### src/sv/multilevel_queue_schedule_sim_core_assert.svh
// =============================================================================
// Assertion macros for the multilevel queue scheduler
// Short forms for clocked, reset-qualified concurrent assertions.
// =============================================================================
`ifndef MULTILEVEL_QUEUE_SCHEDULE_SIM_CORE_ASSERT_SVH
`define MULTILEVEL_QUEUE_SCHEDULE_SIM_CORE_ASSERT_SVH

// The consequent must hold in the same cycle as the antecedent.
`define MLQ_ASSERT_SAME(name, clk, rst, pre, post) \
   name: assert property (@(posedge clk) disable iff (rst) (pre) |-> (post)) \
      else $error("mlq assertion failed");

// The consequent must hold in the cycle after the antecedent.
`define MLQ_ASSERT_NEXT(name, clk, rst, pre, post) \
   name: assert property (@(posedge clk) disable iff (rst) (pre) |=> (post)) \
      else $error("mlq assertion failed");

`endif

### src/sv/mlq_sched_pkg.sv
// =============================================================================
// Multilevel queue scheduler package
// Shared constants and word types for the scheduler core.
// =============================================================================
package mlq_sched_pkg;

   // The result limit caps how many records one batch can hold.
   localparam int RESULT_LIMIT = 16;
   localparam int ID_W         = 16;
   localparam int TIME_W       = 16;
   localparam int LVL_W        = 2;
   localparam int CLK_W        = 24;

   // One stored process record.
   typedef struct packed {
      logic [ID_W-1:0]   proc_id;
      logic [TIME_W-1:0] arrive_tick;
      logic [TIME_W-1:0] run_ticks;
      logic [LVL_W-1:0]  level;
   } rec_type;

   localparam int REC_W = $bits(rec_type);

   // One result word.
   typedef struct packed {
      logic [ID_W-1:0]  out_id;
      logic [LVL_W-1:0] out_level;
      logic [CLK_W-1:0] turnaround;
      logic [CLK_W-1:0] waiting;
      logic             overflow;
      logic             last_result;
   } rsp_word_type;

endpackage

### src/sv/mlq_ram.sv
// =============================================================================
// Scheduler RAM
// Simple dual-port RAM: one write port, one read port with registered data.
// =============================================================================
module mlq_ram #(
   parameter int WIDTH  = 16,
   parameter int DEPTH  = 16,
   parameter int ADDR_W = 4
) (
   input  logic              clock,
   input  logic              wr_en,
   input  logic [ADDR_W-1:0] wr_addr,
   input  logic [WIDTH-1:0]  wr_data,
   input  logic              rd_en,
   input  logic [ADDR_W-1:0] rd_addr,
   output logic [WIDTH-1:0]  rd_data
);

   logic [WIDTH-1:0] mem_ff [DEPTH];
   logic [WIDTH-1:0] rd_data_ff;

   // Write port.
   always_ff @(posedge clock) begin
      if (wr_en) begin
         mem_ff[wr_addr] <= wr_data;
      end
   end

   // Read port; the data holds while no read is issued.
   always_ff @(posedge clock) begin
      if (rd_en) begin
         rd_data_ff <= mem_ff[rd_addr];
      end
   end

   assign rd_data = rd_data_ff;

endmodule

### src/sv/mlq_out_stage.sv
// =============================================================================
// Scheduler result stage
// Holds one result word toward the response channel.
// =============================================================================
module mlq_out_stage (
   input  logic                       clock,
   input  logic                       reset,
   input  logic                       load,
   input  mlq_sched_pkg::rsp_word_type word_in,
   output logic                       can_load,
   output logic                       rsp_valid,
   input  logic                       rsp_stall,
   output logic [15:0]                rsp_out_id,
   output logic [1:0]                 rsp_out_level,
   output logic [23:0]                rsp_turnaround,
   output logic [23:0]                rsp_waiting,
   output logic                       rsp_overflow,
   output logic                       rsp_last_result
);

   logic                        valid_ff;
   mlq_sched_pkg::rsp_word_type word_ff;

   // A new word may enter when the stage is empty or its word leaves now.
   assign can_load = !valid_ff || !rsp_stall;

   always_ff @(posedge clock) begin
      if (reset) begin
         valid_ff <= 1'b0;
      end else if (load) begin
         valid_ff <= 1'b1;
      end else if (!rsp_stall) begin
         valid_ff <= 1'b0;
      end
   end

   always_ff @(posedge clock) begin
      if (load) begin
         word_ff <= word_in;
      end
   end

   assign rsp_valid       = valid_ff;
   assign rsp_out_id      = word_ff.out_id;
   assign rsp_out_level   = word_ff.out_level;
   assign rsp_turnaround  = word_ff.turnaround;
   assign rsp_waiting     = word_ff.waiting;
   assign rsp_overflow    = word_ff.overflow;
   assign rsp_last_result = word_ff.last_result;

endmodule

### src/sv/multilevel_queue_schedule_sim_core.sv
// =============================================================================
// Multilevel queue scheduler core
// Loads process records, orders them per level, simulates the schedule and
// returns turnaround and waiting per process.
// =============================================================================
// Loading takes one record per cycle while idle. After the last record the core
// sorts by selection (a read and a compare state per candidate), then simulates
// rounds (order read, record and remaining-time read, service per entry), then
// emits the results in order, each waiting while the output stage is full. No record
// is taken from the last record until the last result enters the output register.
// Reset (synchronous, active high) empties the batch and sets the quantum to 4.
module multilevel_queue_schedule_sim_core #(
   parameter int MAX_PROCS = 16
) (
   input  logic        clock,
   input  logic        reset,
   input  logic        req_valid,
   output logic        req_stall,
   input  logic [15:0] req_proc_id,
   input  logic [15:0] req_arrive_tick,
   input  logic [15:0] req_run_ticks,
   input  logic [1:0]  req_level,
   input  logic        req_last_record,
   output logic        rsp_valid,
   input  logic        rsp_stall,
   output logic [15:0] rsp_out_id,
   output logic [1:0]  rsp_out_level,
   output logic [23:0] rsp_turnaround,
   output logic [23:0] rsp_waiting,
   output logic        rsp_overflow,
   output logic        rsp_last_result,
   input  logic        csr_valid,
   output logic        csr_ready,
   input  logic [15:0] csr_rr_quantum
);

   `include "multilevel_queue_schedule_sim_core_assert.svh"

   localparam int CAP   = (MAX_PROCS < mlq_sched_pkg::RESULT_LIMIT) ?
                          MAX_PROCS : mlq_sched_pkg::RESULT_LIMIT;
   localparam int IDX_W = (CAP > 1) ? $clog2(CAP) : 1;
   localparam int CNT_W = $clog2(CAP + 1);
   localparam int KEY_W = mlq_sched_pkg::LVL_W + mlq_sched_pkg::TIME_W + IDX_W;
   localparam int CLK_W = mlq_sched_pkg::CLK_W;

   typedef enum logic [3:0] {
      ST_IDLE,
      ST_SORT_RD,
      ST_SORT_CMP,
      ST_SIM_ROUND,
      ST_SIM_ORD,
      ST_SIM_REC,
      ST_SIM_EXE,
      ST_SIM_END,
      ST_OUT_RD,
      ST_OUT_REC,
      ST_OUT_WR
   } state_type;

   state_type            state_ff;
   logic [15:0]          quantum_ff;
   logic [CNT_W-1:0]     count_ff;
   logic                 overflow_ff;
   logic [CNT_W-1:0]     i_ff;
   logic [CNT_W-1:0]     pos_ff;
   logic [CNT_W-1:0]     k_ff;
   logic [KEY_W-1:0]     prev_ff;
   logic                 have_prev_ff;
   logic [KEY_W-1:0]     best_ff;
   logic                 best_valid_ff;
   logic [CLK_W-1:0]     clk_ff;
   logic                 ran_ff;
   logic [CNT_W-1:0]     done_cnt_ff;
   logic [CAP-1:0]       done_ff;
   logic [IDX_W-1:0]     e_ff;

   // RAM ports.
   logic                        rec_re;
   logic [IDX_W-1:0]            rec_raddr;
   mlq_sched_pkg::rec_type      rec_wdata;
   mlq_sched_pkg::rec_type      rec_rdata;
   logic                        rem_we;
   logic [IDX_W-1:0]            rem_waddr;
   logic [15:0]                 rem_wdata;
   logic                        rem_re;
   logic [15:0]                 rem_rdata;
   logic                        fin_we;
   logic                        fin_re;
   logic [CLK_W-1:0]            fin_rdata;
   logic                        ord_we;
   logic                        ord_re;
   logic [IDX_W-1:0]            ord_rdata;

   logic                        accept;
   logic                        store;
   logic                        out_can_load;
   logic                        out_load;
   mlq_sched_pkg::rsp_word_type out_word;

   // Sort datapath.
   logic [KEY_W-1:0]            cand_key;
   logic                        cand_ok;
   logic [KEY_W-1:0]            win_key;
   logic [CNT_W-1:0]            i_next;
   logic [CNT_W-1:0]            pos_next;
   logic [CNT_W-1:0]            k_next;

   // Simulation datapath.
   logic [15:0]                 q_eff;
   logic                        eligible;
   logic                        slice;
   logic [15:0]                 step;
   logic [CLK_W-1:0]            clk_step;
   logic [CLK_W-1:0]            tat;

   assign req_stall = (state_ff != ST_IDLE);
   assign csr_ready = (state_ff == ST_IDLE);
   assign accept    = req_valid && !req_stall;
   assign store     = accept && (count_ff < CNT_W'(CAP));

   assign i_next   = i_ff + 1'b1;
   assign pos_next = pos_ff + 1'b1;
   assign k_next   = k_ff + 1'b1;

   // Record fields written at load.
   always_comb begin
      rec_wdata.proc_id     = req_proc_id;
      rec_wdata.arrive_tick = req_arrive_tick;
      rec_wdata.run_ticks   = req_run_ticks;
      rec_wdata.level       = req_level;
   end

   // Read address selection by phase.
   always_comb begin
      rec_re    = 1'b0;
      rec_raddr = ord_rdata;
      rem_re    = 1'b0;
      fin_re    = 1'b0;
      ord_re    = 1'b0;
      unique case (state_ff)
         ST_SORT_RD: begin
            rec_re    = 1'b1;
            rec_raddr = i_ff[IDX_W-1:0];
         end
         ST_SIM_ORD, ST_OUT_RD: begin
            ord_re = 1'b1;
         end
         ST_SIM_REC: begin
            rec_re = 1'b1;
            rem_re = 1'b1;
         end
         ST_OUT_REC: begin
            rec_re = 1'b1;
            fin_re = 1'b1;
         end
         default: begin
         end
      endcase
   end

   // Sort key: shortest burst for levels one and two, arrival otherwise.
   // The level and the load index complete a total order that keeps ties stable.
   always_comb begin
      if ((rec_rdata.level == 2'd1) || (rec_rdata.level == 2'd2)) begin
         cand_key = {rec_rdata.level, rec_rdata.run_ticks, i_ff[IDX_W-1:0]};
      end else begin
         cand_key = {rec_rdata.level, rec_rdata.arrive_tick, i_ff[IDX_W-1:0]};
      end
      cand_ok = (!have_prev_ff || (cand_key > prev_ff)) &&
                (!best_valid_ff || (cand_key < best_ff));
      win_key = cand_ok ? cand_key : best_ff;
   end

   assign ord_we = (state_ff == ST_SORT_CMP) && (i_next == count_ff);

   // One service turn of the entry under examination.
   always_comb begin
      q_eff    = (quantum_ff == 16'd0) ? 16'd1 : quantum_ff;
      eligible = !done_ff[e_ff] &&
                 ({8'd0, rec_rdata.arrive_tick} <= clk_ff);
      slice    = (rec_rdata.level == 2'd0) && (rem_rdata > q_eff);
      step     = slice ? q_eff : rem_rdata;
      clk_step = clk_ff + {8'd0, step};
   end

   // Remaining-time writes come from loading or from a service turn.
   always_comb begin
      if (state_ff == ST_SIM_EXE) begin
         rem_we    = eligible;
         rem_waddr = e_ff;
         rem_wdata = slice ? (rem_rdata - q_eff) : 16'd0;
      end else begin
         rem_we    = store;
         rem_waddr = count_ff[IDX_W-1:0];
         rem_wdata = req_run_ticks;
      end
   end

   assign fin_we = (state_ff == ST_SIM_EXE) && eligible && !slice;

   // Result word.
   always_comb begin
      tat                  = fin_rdata - {8'd0, rec_rdata.arrive_tick};
      out_word.out_id      = rec_rdata.proc_id;
      out_word.out_level   = rec_rdata.level;
      out_word.turnaround  = tat;
      out_word.waiting     = tat - {8'd0, rec_rdata.run_ticks};
      out_word.overflow    = overflow_ff;
      out_word.last_result = (k_next == count_ff);
   end

   assign out_load = (state_ff == ST_OUT_WR) && out_can_load;

   // Controller.
   always_ff @(posedge clock) begin
      if (reset) begin
         state_ff      <= ST_IDLE;
         quantum_ff    <= 16'd4;
         count_ff      <= '0;
         overflow_ff   <= 1'b0;
         i_ff          <= '0;
         pos_ff        <= '0;
         k_ff          <= '0;
         have_prev_ff  <= 1'b0;
         best_valid_ff <= 1'b0;
         clk_ff        <= '0;
         ran_ff        <= 1'b0;
         done_cnt_ff   <= '0;
         done_ff       <= '0;
      end else begin
         unique case (state_ff)
            ST_IDLE: begin
               if (csr_valid) begin
                  quantum_ff <= csr_rr_quantum;
               end
               if (accept) begin
                  if (store) begin
                     count_ff                        <= count_ff + 1'b1;
                     done_ff[count_ff[IDX_W-1:0]]    <= 1'b0;
                  end else begin
                     overflow_ff <= 1'b1;
                  end
                  if (req_last_record) begin
                     state_ff      <= ST_SORT_RD;
                     i_ff          <= '0;
                     pos_ff        <= '0;
                     have_prev_ff  <= 1'b0;
                     best_valid_ff <= 1'b0;
                  end
               end
            end
            ST_SORT_RD: begin
               state_ff <= ST_SORT_CMP;
            end
            ST_SORT_CMP: begin
               // Selection sort: each pass picks the next key above the last one.
               if (i_next == count_ff) begin
                  prev_ff       <= win_key;
                  have_prev_ff  <= 1'b1;
                  best_valid_ff <= 1'b0;
                  i_ff          <= '0;
                  pos_ff        <= pos_next;
                  state_ff      <= (pos_next == count_ff) ? ST_SIM_ROUND : ST_SORT_RD;
               end else begin
                  best_ff       <= win_key;
                  best_valid_ff <= best_valid_ff || cand_ok;
                  i_ff          <= i_next;
                  state_ff      <= ST_SORT_RD;
               end
            end
            ST_SIM_ROUND: begin
               k_ff   <= '0;
               ran_ff <= 1'b0;
               state_ff <= (done_cnt_ff == count_ff) ? ST_OUT_RD : ST_SIM_ORD;
            end
            ST_SIM_ORD: begin
               state_ff <= ST_SIM_REC;
            end
            ST_SIM_REC: begin
               e_ff     <= ord_rdata;
               state_ff <= ST_SIM_EXE;
            end
            ST_SIM_EXE: begin
               if (eligible) begin
                  ran_ff <= 1'b1;
                  clk_ff <= clk_step;
                  if (!slice) begin
                     done_ff[e_ff] <= 1'b1;
                     done_cnt_ff   <= done_cnt_ff + 1'b1;
                  end
               end
               k_ff     <= k_next;
               state_ff <= (k_next == count_ff) ? ST_SIM_END : ST_SIM_ORD;
            end
            ST_SIM_END: begin
               // An idle round advances the clock by one tick.
               if (!ran_ff) begin
                  clk_ff <= clk_ff + 1'b1;
               end
               state_ff <= ST_SIM_ROUND;
            end
            ST_OUT_RD: begin
               state_ff <= ST_OUT_REC;
            end
            ST_OUT_REC: begin
               state_ff <= ST_OUT_WR;
            end
            ST_OUT_WR: begin
               if (out_load) begin
                  k_ff <= k_next;
                  if (k_next == count_ff) begin
                     // Batch finished: return to an empty table.
                     state_ff    <= ST_IDLE;
                     count_ff    <= '0;
                     overflow_ff <= 1'b0;
                     clk_ff      <= '0;
                     done_cnt_ff <= '0;
                     done_ff     <= '0;
                  end else begin
                     state_ff <= ST_OUT_RD;
                  end
               end
            end
            default: begin
               state_ff <= ST_IDLE;
            end
         endcase
      end
   end

   mlq_ram #(
      .WIDTH  (mlq_sched_pkg::REC_W),
      .DEPTH  (CAP),
      .ADDR_W (IDX_W)
   ) u_rec_ram (
      .clock   (clock),
      .wr_en   (store),
      .wr_addr (count_ff[IDX_W-1:0]),
      .wr_data (rec_wdata),
      .rd_en   (rec_re),
      .rd_addr (rec_raddr),
      .rd_data (rec_rdata)
   );

   mlq_ram #(
      .WIDTH  (16),
      .DEPTH  (CAP),
      .ADDR_W (IDX_W)
   ) u_rem_ram (
      .clock   (clock),
      .wr_en   (rem_we),
      .wr_addr (rem_waddr),
      .wr_data (rem_wdata),
      .rd_en   (rem_re),
      .rd_addr (ord_rdata),
      .rd_data (rem_rdata)
   );

   mlq_ram #(
      .WIDTH  (CLK_W),
      .DEPTH  (CAP),
      .ADDR_W (IDX_W)
   ) u_fin_ram (
      .clock   (clock),
      .wr_en   (fin_we),
      .wr_addr (e_ff),
      .wr_data (clk_step),
      .rd_en   (fin_re),
      .rd_addr (ord_rdata),
      .rd_data (fin_rdata)
   );

   mlq_ram #(
      .WIDTH  (IDX_W),
      .DEPTH  (CAP),
      .ADDR_W (IDX_W)
   ) u_ord_ram (
      .clock   (clock),
      .wr_en   (ord_we),
      .wr_addr (pos_ff[IDX_W-1:0]),
      .wr_data (win_key[IDX_W-1:0]),
      .rd_en   (ord_re),
      .rd_addr (k_ff[IDX_W-1:0]),
      .rd_data (ord_rdata)
   );

   mlq_out_stage u_out_stage (
      .clock           (clock),
      .reset           (reset),
      .load            (out_load),
      .word_in         (out_word),
      .can_load        (out_can_load),
      .rsp_valid       (rsp_valid),
      .rsp_stall       (rsp_stall),
      .rsp_out_id      (rsp_out_id),
      .rsp_out_level   (rsp_out_level),
      .rsp_turnaround  (rsp_turnaround),
      .rsp_waiting     (rsp_waiting),
      .rsp_overflow    (rsp_overflow),
      .rsp_last_result (rsp_last_result)
   );

   // The finished count tracks the done flags.
   `MLQ_ASSERT_SAME(a_done_count, clock, reset, 1'b1, $countones(done_ff) == int'(done_cnt_ff))
   // A stalled result word stays valid with its id and turnaround unchanged.
   `MLQ_ASSERT_NEXT(a_rsp_hold, clock, reset, rsp_valid && rsp_stall, rsp_valid && $stable(rsp_out_id) && $stable(rsp_turnaround))
   // A record that ends the batch closes the input until the results are out.
   `MLQ_ASSERT_NEXT(a_last_closes, clock, reset, accept && req_last_record, req_stall)

endmodule

### config.mk
export PLATFORM = sky130hd
export DESIGN_NAME = multilevel_queue_schedule_sim_core
export DESIGN_NICKNAME = d
export VERILOG_FILES = /design/src/sv/mlq_sched_pkg.sv /design/src/sv/mlq_ram.sv /design/src/sv/mlq_out_stage.sv /design/src/sv/multilevel_queue_schedule_sim_core.sv
export VERILOG_INCLUDE_DIRS = /design/src /design/src/sv
export SDC_FILE = /design/constraint.sdc
export NUM_CORES = 2
export LEC_CHECK = 0
export BUFFER_PORTS_ARGS = -buffer_cell sky130_fd_sc_hd__buf_2
export CORE_MARGIN = 5
export CORE_UTILIZATION = 35
export DETAILED_ROUTE_END_ITERATION = 8
export SETUP_SLACK_MARGIN = 0.4
export SLEW_MARGIN = 20
export SYNTH_ARGS = -nofsm -noshare
export SYNTH_HDL_FRONTEND = slang
export SYNTH_HIERARCHICAL = 1
export SYNTH_SLANG_ARGS = --single-unit
### constraint.sdc
create_clock -name clock -period 6.1 [get_ports clock]
set_input_delay 1.22 -clock clock [delete_from_list [all_inputs] [get_ports clock]]
set_output_delay 1.22 -clock clock [all_outputs]
set_load 0.05 [all_outputs]
After elaboration in Yosys (flattened, before gate mapping) --
Memories as Yosys holds them, arrays and structs flattened. A register that Yosys moved wholly into a read port is not among the register bits. Cells that the tools add are included.
Cells by class: order comparisons 9, reductions and logical operators 50, $add $sub $neg 10, bitwise gates (word level) 5, equality and inequality tests 27, mux-type cells 79
Operators by type and width (count):
- two-way mux 16 bit | 10
- two-way mux 24 bit | 4
- one-hot mux 24 bit (3 select lines) | 1
- two-way mux 5 bit | 11
- one-hot mux 16 bit (3 select lines) | 1
- subtractor 24 x 16 -> 24 bit | 2
- one-hot mux 4 bit (11 select lines) | 1
- one-hot mux 5 bit (2 select lines) | 4
- two-way mux 4 bit | 7
- two-way mux 1 bit | 27
- adder 5 x 1 -> 5 bit, second input constant | 5
- adder 24 x 1 -> 24 bit, second input constant | 1
- adder 24 x 16 -> 24 bit | 1
- <= comparator 16 x 24 -> 1 bit | 1
- greater-than comparator 22 bit | 1
- < comparator 22 bit | 1
- two-way mux 22 bit | 1
- == test 5 bit | 4
- two-way mux 20 bit | 1
- AND reduction 5 bit | 4
- AND 16 bit | 1
- == test 4 x 3 -> 1 bit, second input constant | 4
- greater-than comparator 16 bit | 1
- logical NOT 16 bit | 1
- other kinds (33) | 85
Storage, ports and cells: input port bits 72, output and inout port bits 71, logic and storage cells 207, register bits 206, RAM bits 1504, memories kept 4
Memory list:
- u_rec_ram.mem_ff | words 16, bits a word 50, read ports 1, clocked after Yosys merged registers in 1, write ports 1, line mlq_ram.sv:19 | logic [WIDTH-1:0] mem_ff [DEPTH];
- u_fin_ram.mem_ff | words 16, bits a word 24, read ports 1, clocked after Yosys merged registers in 1, write ports 1, line mlq_ram.sv:19
- u_rem_ram.mem_ff | words 16, bits a word 16, read ports 1, clocked after Yosys merged registers in 1, write ports 1, line mlq_ram.sv:19
- u_ord_ram.mem_ff | words 16, bits a word 4, read ports 1, clocked after Yosys merged registers in 1, write ports 1, line mlq_ram.sv:19

Depth between registers and ports, before layout --
depth after elaboration 9, depth in mapped cells 24, depth with buffers taken out 22

Modules after synthesis --
The synthesis kept the hierarchy.
By module, submodules not included:
- mlq_ram at u_rec_ram | instances 1, area each 31410.1 um^2, cells each 1294
- mlq_ram at u_fin_ram | instances 1, area each 15170.8 um^2, cells each 636
- multilevel_queue_schedule_sim_core | instances 1, area each 12734.7 um^2, cells each 1615
- mlq_ram at u_rem_ram | instances 1, area each 10202.3 um^2, cells each 432
- mlq_ram at u_ord_ram | instances 1, area each 2706.3 um^2, cells each 130
- mlq_out_stage | instances 1, area each 2074.5 um^2, cells each 72

Worst setup path before layout --
No wires, ideal clock.
path type register to register, from reg state_ff[3], to mem u_rec_ram/mem_ff[0][0] (netlist name), enable pin, stages on the path, launching flop included 9, path slack -0.126 ns, path buffers 1, data required time 5.581 ns, data arrival time 5.706 ns, period minus slack after synthesis 6.226 ns, cells stage by stage dfxtp_1 clkbuf_1 nor2_1 nand2_1 inv_1 nand2_1 nor2_1 or3b_2 nor3_1
On the way: longest elaborated chain between the ends 6
Ends and longest elaborated chain:
- from (decl) | line multilevel_queue_schedule_sim_core.sv:60 | state_type state_ff;
- from (signal assigned) | line multilevel_queue_schedule_sim_core.sv:263 | state_ff <= (pos_next == count_ff) ? ST_SIM_ROUND : ST_SORT_RD;
- from (signal assigned) | line multilevel_queue_schedule_sim_core.sv:274 | state_ff <= (done_cnt_ff == count_ff) ? ST_OUT_RD : ST_SIM_ORD;
- from (signal assigned) | line multilevel_queue_schedule_sim_core.sv:293 | state_ff <= (k_next == count_ff) ? ST_SIM_END : ST_SIM_ORD;
- nonzero test 4 bit | line multilevel_queue_schedule_sim_core.sv:116 | assign req_stall = (state_ff != ST_IDLE);
- via req_stall | line multilevel_queue_schedule_sim_core.sv:18 | output logic req_stall,
- logical NOT 1 bit | line multilevel_queue_schedule_sim_core.sv:118 | assign accept = req_valid && !req_stall;
- logical AND 1 bit | line multilevel_queue_schedule_sim_core.sv:118
- logical AND 1 bit | line multilevel_queue_schedule_sim_core.sv:119 | assign store = accept && (count_ff < CNT_W'(CAP));
- via store | line multilevel_queue_schedule_sim_core.sv:95 | logic store;
- two-way mux 1 bit | line mlq_ram.sv:24 | if (wr_en) begin
- two-way mux 1 bit (not written as such) | line mlq_ram.sv:25 | mem_ff[wr_addr] <= wr_data;
- to (decl) | line mlq_ram.sv:19
The timed path passes the listed nets, and every way through them passes these cells.

Worst setup path in the final report --
from reg quantum_ff[4], to mem u_fin_ram/mem_ff[11][21] (netlist name), data pin
On the way: longest elaborated chain between the ends 6
Ends and longest elaborated chain:
- from (decl) | line multilevel_queue_schedule_sim_core.sv:61 | logic [15:0] quantum_ff;
- from (signal assigned) | line multilevel_queue_schedule_sim_core.sv:234 | quantum_ff <= csr_rr_quantum;
- logical NOT 16 bit | line multilevel_queue_schedule_sim_core.sv:178 | q_eff = (quantum_ff == 16'd0) ? 16'd1 : quantum_ff;
- two-way mux 16 bit (*) | line multilevel_queue_schedule_sim_core.sv:178
- greater-than comparator 16 bit | line multilevel_queue_schedule_sim_core.sv:181 | slice = (rec_rdata.level == 2'd0) && (rem_rdata > q_eff);
- logical AND 1 bit | line multilevel_queue_schedule_sim_core.sv:181
- two-way mux 16 bit (*) | line multilevel_queue_schedule_sim_core.sv:182 | step = slice ? q_eff : rem_rdata;
- adder 24 x 16 -> 24 bit (*) | line multilevel_queue_schedule_sim_core.sv:183 | clk_step = clk_ff + {8'd0, step};
- via clk_step[21] | line multilevel_queue_schedule_sim_core.sv:113 | logic [CLK_W-1:0] clk_step;
- to (decl) | line mlq_ram.sv:19
The timed path passes the listed nets; every way through them passes the cells marked *.

==> flow_metrics.tcl <==
set metrics [dict create \
    worst_slack_ns 0.749 \
    wl_mm 186 \
    period_minus_slack_ns 5.35 \
    critPathMaxFanout 16 \
    crit_top_cell "buf_4" \
    num_io_pins 143 \
    tightestPinTransition_ns 1.11 \
    ys_ff_latch 1804 \
    synth_area_per_cell_sq_um 17.8 \
    run_status "completed" \
    hold_viol_final 0 \
    drc 0 \
    drive_gt1_share_pct 22.1 \
    syn-cell-area_sq_um 74300 \
    ir_drop_mv 0.236 \
    drt_iter0_drc 3579 \
    p_leak_nw 28.0 \
    synth_cells 4179 \
    track_usage_pct 16.4 \
    maxSlewViolCount 0 \
    hold_end "u_out_stage/rsp_out_id[9]" \
    grt_pass1_wl_mm 272 \
    p_total_mw 26.2 \
    synth_edf_count 1714 \
    io_buffers 142 \
    cp.required_ns 6.64 \
    critPathLaunchType "flop" \
    grt_pass1_vias 39800 \
    gp_congestion 0.835 \
    start_util_pct 35.1 \
    fmax_ghz 0.187 \
    relSlewSlack_pct 25.7 \
    rr_worst_depth 24 \
    die_h_um 471 \
    r2r_start "quantum_ff[4]" \
    ant_nets 0 \
    routedWlPerCell_um 25.0 \
    grt_max_degree 97 \
    max-clock-path-buffers 3 \
    cts_root_buf "clkbuf_16" \
    hpwl_mm 114 \
    via_count 39900 \
    slowest_delay_ns 0.42 \
    max-cap-violations 0 \
    yosys_warnings 6 \
    r2r_slack_ns 0.75 \
    finClkSkew_ns 0.0424 \
    rsz0062_at_grt "yes" \
    r2r_end "u_fin_ram/mem_ff[11][21]" \
    dp_slack_ns 0.258 \
    cp_cell_sequence "nor4_1 -> a41o_1 -> ha_1 -> inv_1 -> fa_1 -> nand3_1 -> a21oi_1 -> a211oi_2 -> o211a_1 -> a211o_1 -> buf_4 -> buf_4 -> nand2_1 -> o21ai_0 -> ha_1 -> a21o_1 -> a21o_1 -> a21oi_1 -> o21ai_0 -> a41oi_2 -> buf_4 -> nor2_1 -> xor2_1 -> buf_4" \
    pwr_density_cell_nw_per_um2 308 \
    antenna_found_initial 22 \
    synthMostInstantiatedCell "edfxtp_1" \
    nets 4660 \
    path_clk_slew_ns 0.07 \
    ys_async_sr_fraction_pct 0 \
    first_pass_iters 7 \
    fin_hold_ws_ns 0.413 \
    crit_type "flop to flop" \
    critical_path_arrival_ns 5.89 \
    synth_area_leaders "edfxtp_1 69%, mux4_2 11%, dfxtp_1 2.4%, ha_1 2.3%, a22oi_1 1.9%" \
    fin_setup_tns_ns 0 \
    numClockSinks 1804 \
    numCtsBuffers 176 \
    hold_class "flop to flop" \
    fp.coreArea_sq_um 212000 \
    grt_overflow 0 \
    crit_path_end_kind "flop" \
    synth_top_area_cell "edfxtp_1" \
    whs_path_depth 0 \
    ys_seq_area_share_pct 71.7 \
    min_from "u_rec_ram/rd_data[43]" \
    die_x_um 471 \
    htree_num_levels 4 \
    setup_viol 0 \
    synth_flop_cell "edfxtp_1" \
    syn_to_final_growth_pct 14.6 \
    clock_latency_ns 0.82 \
    viasPerCell 5.37 \
    cp_slowest_cell "fa_1" \
    yosysTopAreaCellShare_pct 69.3 \
    fin_crit_sh_pct 87.7 \
    die-area_sq_um 222000 \
    rows 169 \
    synth_common_cells "1714 x edfxtp_1, 355 x mux4_2, 266 x nand2_1, 192 x a22oi_1, 156 x a21oi_1" \
    cts_tree "built" \
    yosysUniqueCellTypes 82 \
    syn-num-nets 4392 \
]
-- layer usage --
metal,GRT usage [%],up-vias,share of wire [%]
met1,22.2,20800,42
met5,0,-,0.050
li1,-,17400,-
met3,2.97,304,6.3
met4,5.44,12,3.2
met2,26.9,1316,49
-- area by class of cell --
type	instances	area, sq um
fillers	18800	127000
flip-flops and latches	1804	53300
multi-input cells	2025	20100
clock buffers	214	4610
well taps	2821	3530
repair buffers	287	2030
clock inverters	107	1020
inverters	153	577
diodes	11	27.5
-- stage by stage --
stage | instances | area (sq um) | utilization (%)
4_1_cts | 7410 | 85000 | 40.2
5_1_grt | 7413 | 85100 | 40.2
3_3_place_gp | 7089 | 79300 | 37.5
3_5_place_dp | 7089 | 79300 | 37.5
2_1_floorplan | 4179 | 74300 | -
6_report | 7422 | 85100 | 40.2
-- cells by family (layout without fill, tap and decap cells) --
family                     Yosys count  after routing  share of synthesized area (%)
xor gates and xnor gates           104            104                           1.26
and+or+nand+nor                    701            701                           4.40
adders and majority gates          141            141                           2.41
muxes                              413            413                           12.2
DFF                               1804           1804                           71.7
buffers and inverters              350            761                           2.05
AOI/OAI and AO/OA                  666            666                           6.02
other                                0             11                              0
-- repair_timing --
action | 4_1_cts | 5_1_grt
pin swaps | 0 | 1
gates resized for setup | 5 | 9
gates cloned | 0 | 0
setup buffers | 0 | 1
hold buffers | 0 | 0
setup endpoints to repair | 77 | 150
-- layout by cell type, fill, tap and decap left out, types with 25 or more instances in the layout --
cell       netlist  layout
edfxtp_1      1714    1714
mux4_2         355     355
nand2_1        266     266
a22oi_1        192     192
clkbuf_16        0     179
a21oi_1        156     154
inv_1          153     152
buf_2           39     141
ha_1           137     136
buf_4           14     127
nor2_1         155     118
o21ai_0         96      92
dfxtp_1         90      90
xnor2_1         58      52
nand3_1         48      48
a21o_1          46      46
xor2_1          44      43
clkinv_1         0      39
nor3_1          50      36
clkbuf_1       111      35
nand4_1         31      31
clkinv_2         0      31
nor2_4           0      26
mux4_1          26      26
nor2b_1         31      25
-- registers in the layout (all words and copies together) (netlist names), 16 cells and up --
| signal | cells |
|---|---|
| u_rem_ram/rd_data | 16 |
| best_ff | 22 |
| quantum_ff | 16 |
| u_rec_ram/mem_ff | 800 |
| u_rec_ram/rd_data | 50 |
| u_rem_ram/mem_ff | 256 |
| clk_ff | 24 |
| u_out_stage/rsp_turnaround | 24 |
| prev_ff | 22 |
| done_ff | 16 |
| u_out_stage/rsp_out_id | 16 |
| u_fin_ram/rd_data | 24 |
| u_ord_ram/mem_ff | 64 |
| u_out_stage/rsp_waiting | 24 |
| u_fin_ram/mem_ff | 384 |
-- worst max-delay path: cells and delay by family (launching register included) --
kind	cells	cell delay [ns]
flip-flops	1	0.33
AO/OA/AOI/OAI	11	2.22
AND/OR/NAND/NOR	4	0.53
XOR/XNOR	1	0.15
buffers and inverters	5	0.87
adder cells (fa/ha/maj)	3	0.99
-- power breakdown --
group          internal [mW]  switching [mW]  total, mW
Combinational          0.665            1.14       1.80
Clock                   5.93            4.65       10.6
Sequential              13.8          0.0890       13.9
Total                   20.4            5.88       26.2
-- worst max-delay path by stage --
| stage | startpoint | endpoint | slack, ns | depth (start not counted) |
|---|---|---|---|---|
| floorplan | quantum_ff[8] | clk_ff[13] | 0.79 | 22 |
| global placement | quantum_ff[4] | u_fin_ram/mem_ff[4][16] | 0.36 | 20 |
| detailed placement | quantum_ff[4] | u_fin_ram/mem_ff[14][20] | 0.26 | 21 |
| CTS | quantum_ff[1] | u_fin_ram/mem_ff[10][18] | 0.41 | 20 |
| global route | quantum_ff[4] | clk_ff[13] | 0.31 | 22 |
| finish | quantum_ff[4] | u_fin_ram/mem_ff[11][21] | 0.75 | 24 |
Note: power is estimated with default switching activity, not from simulation.
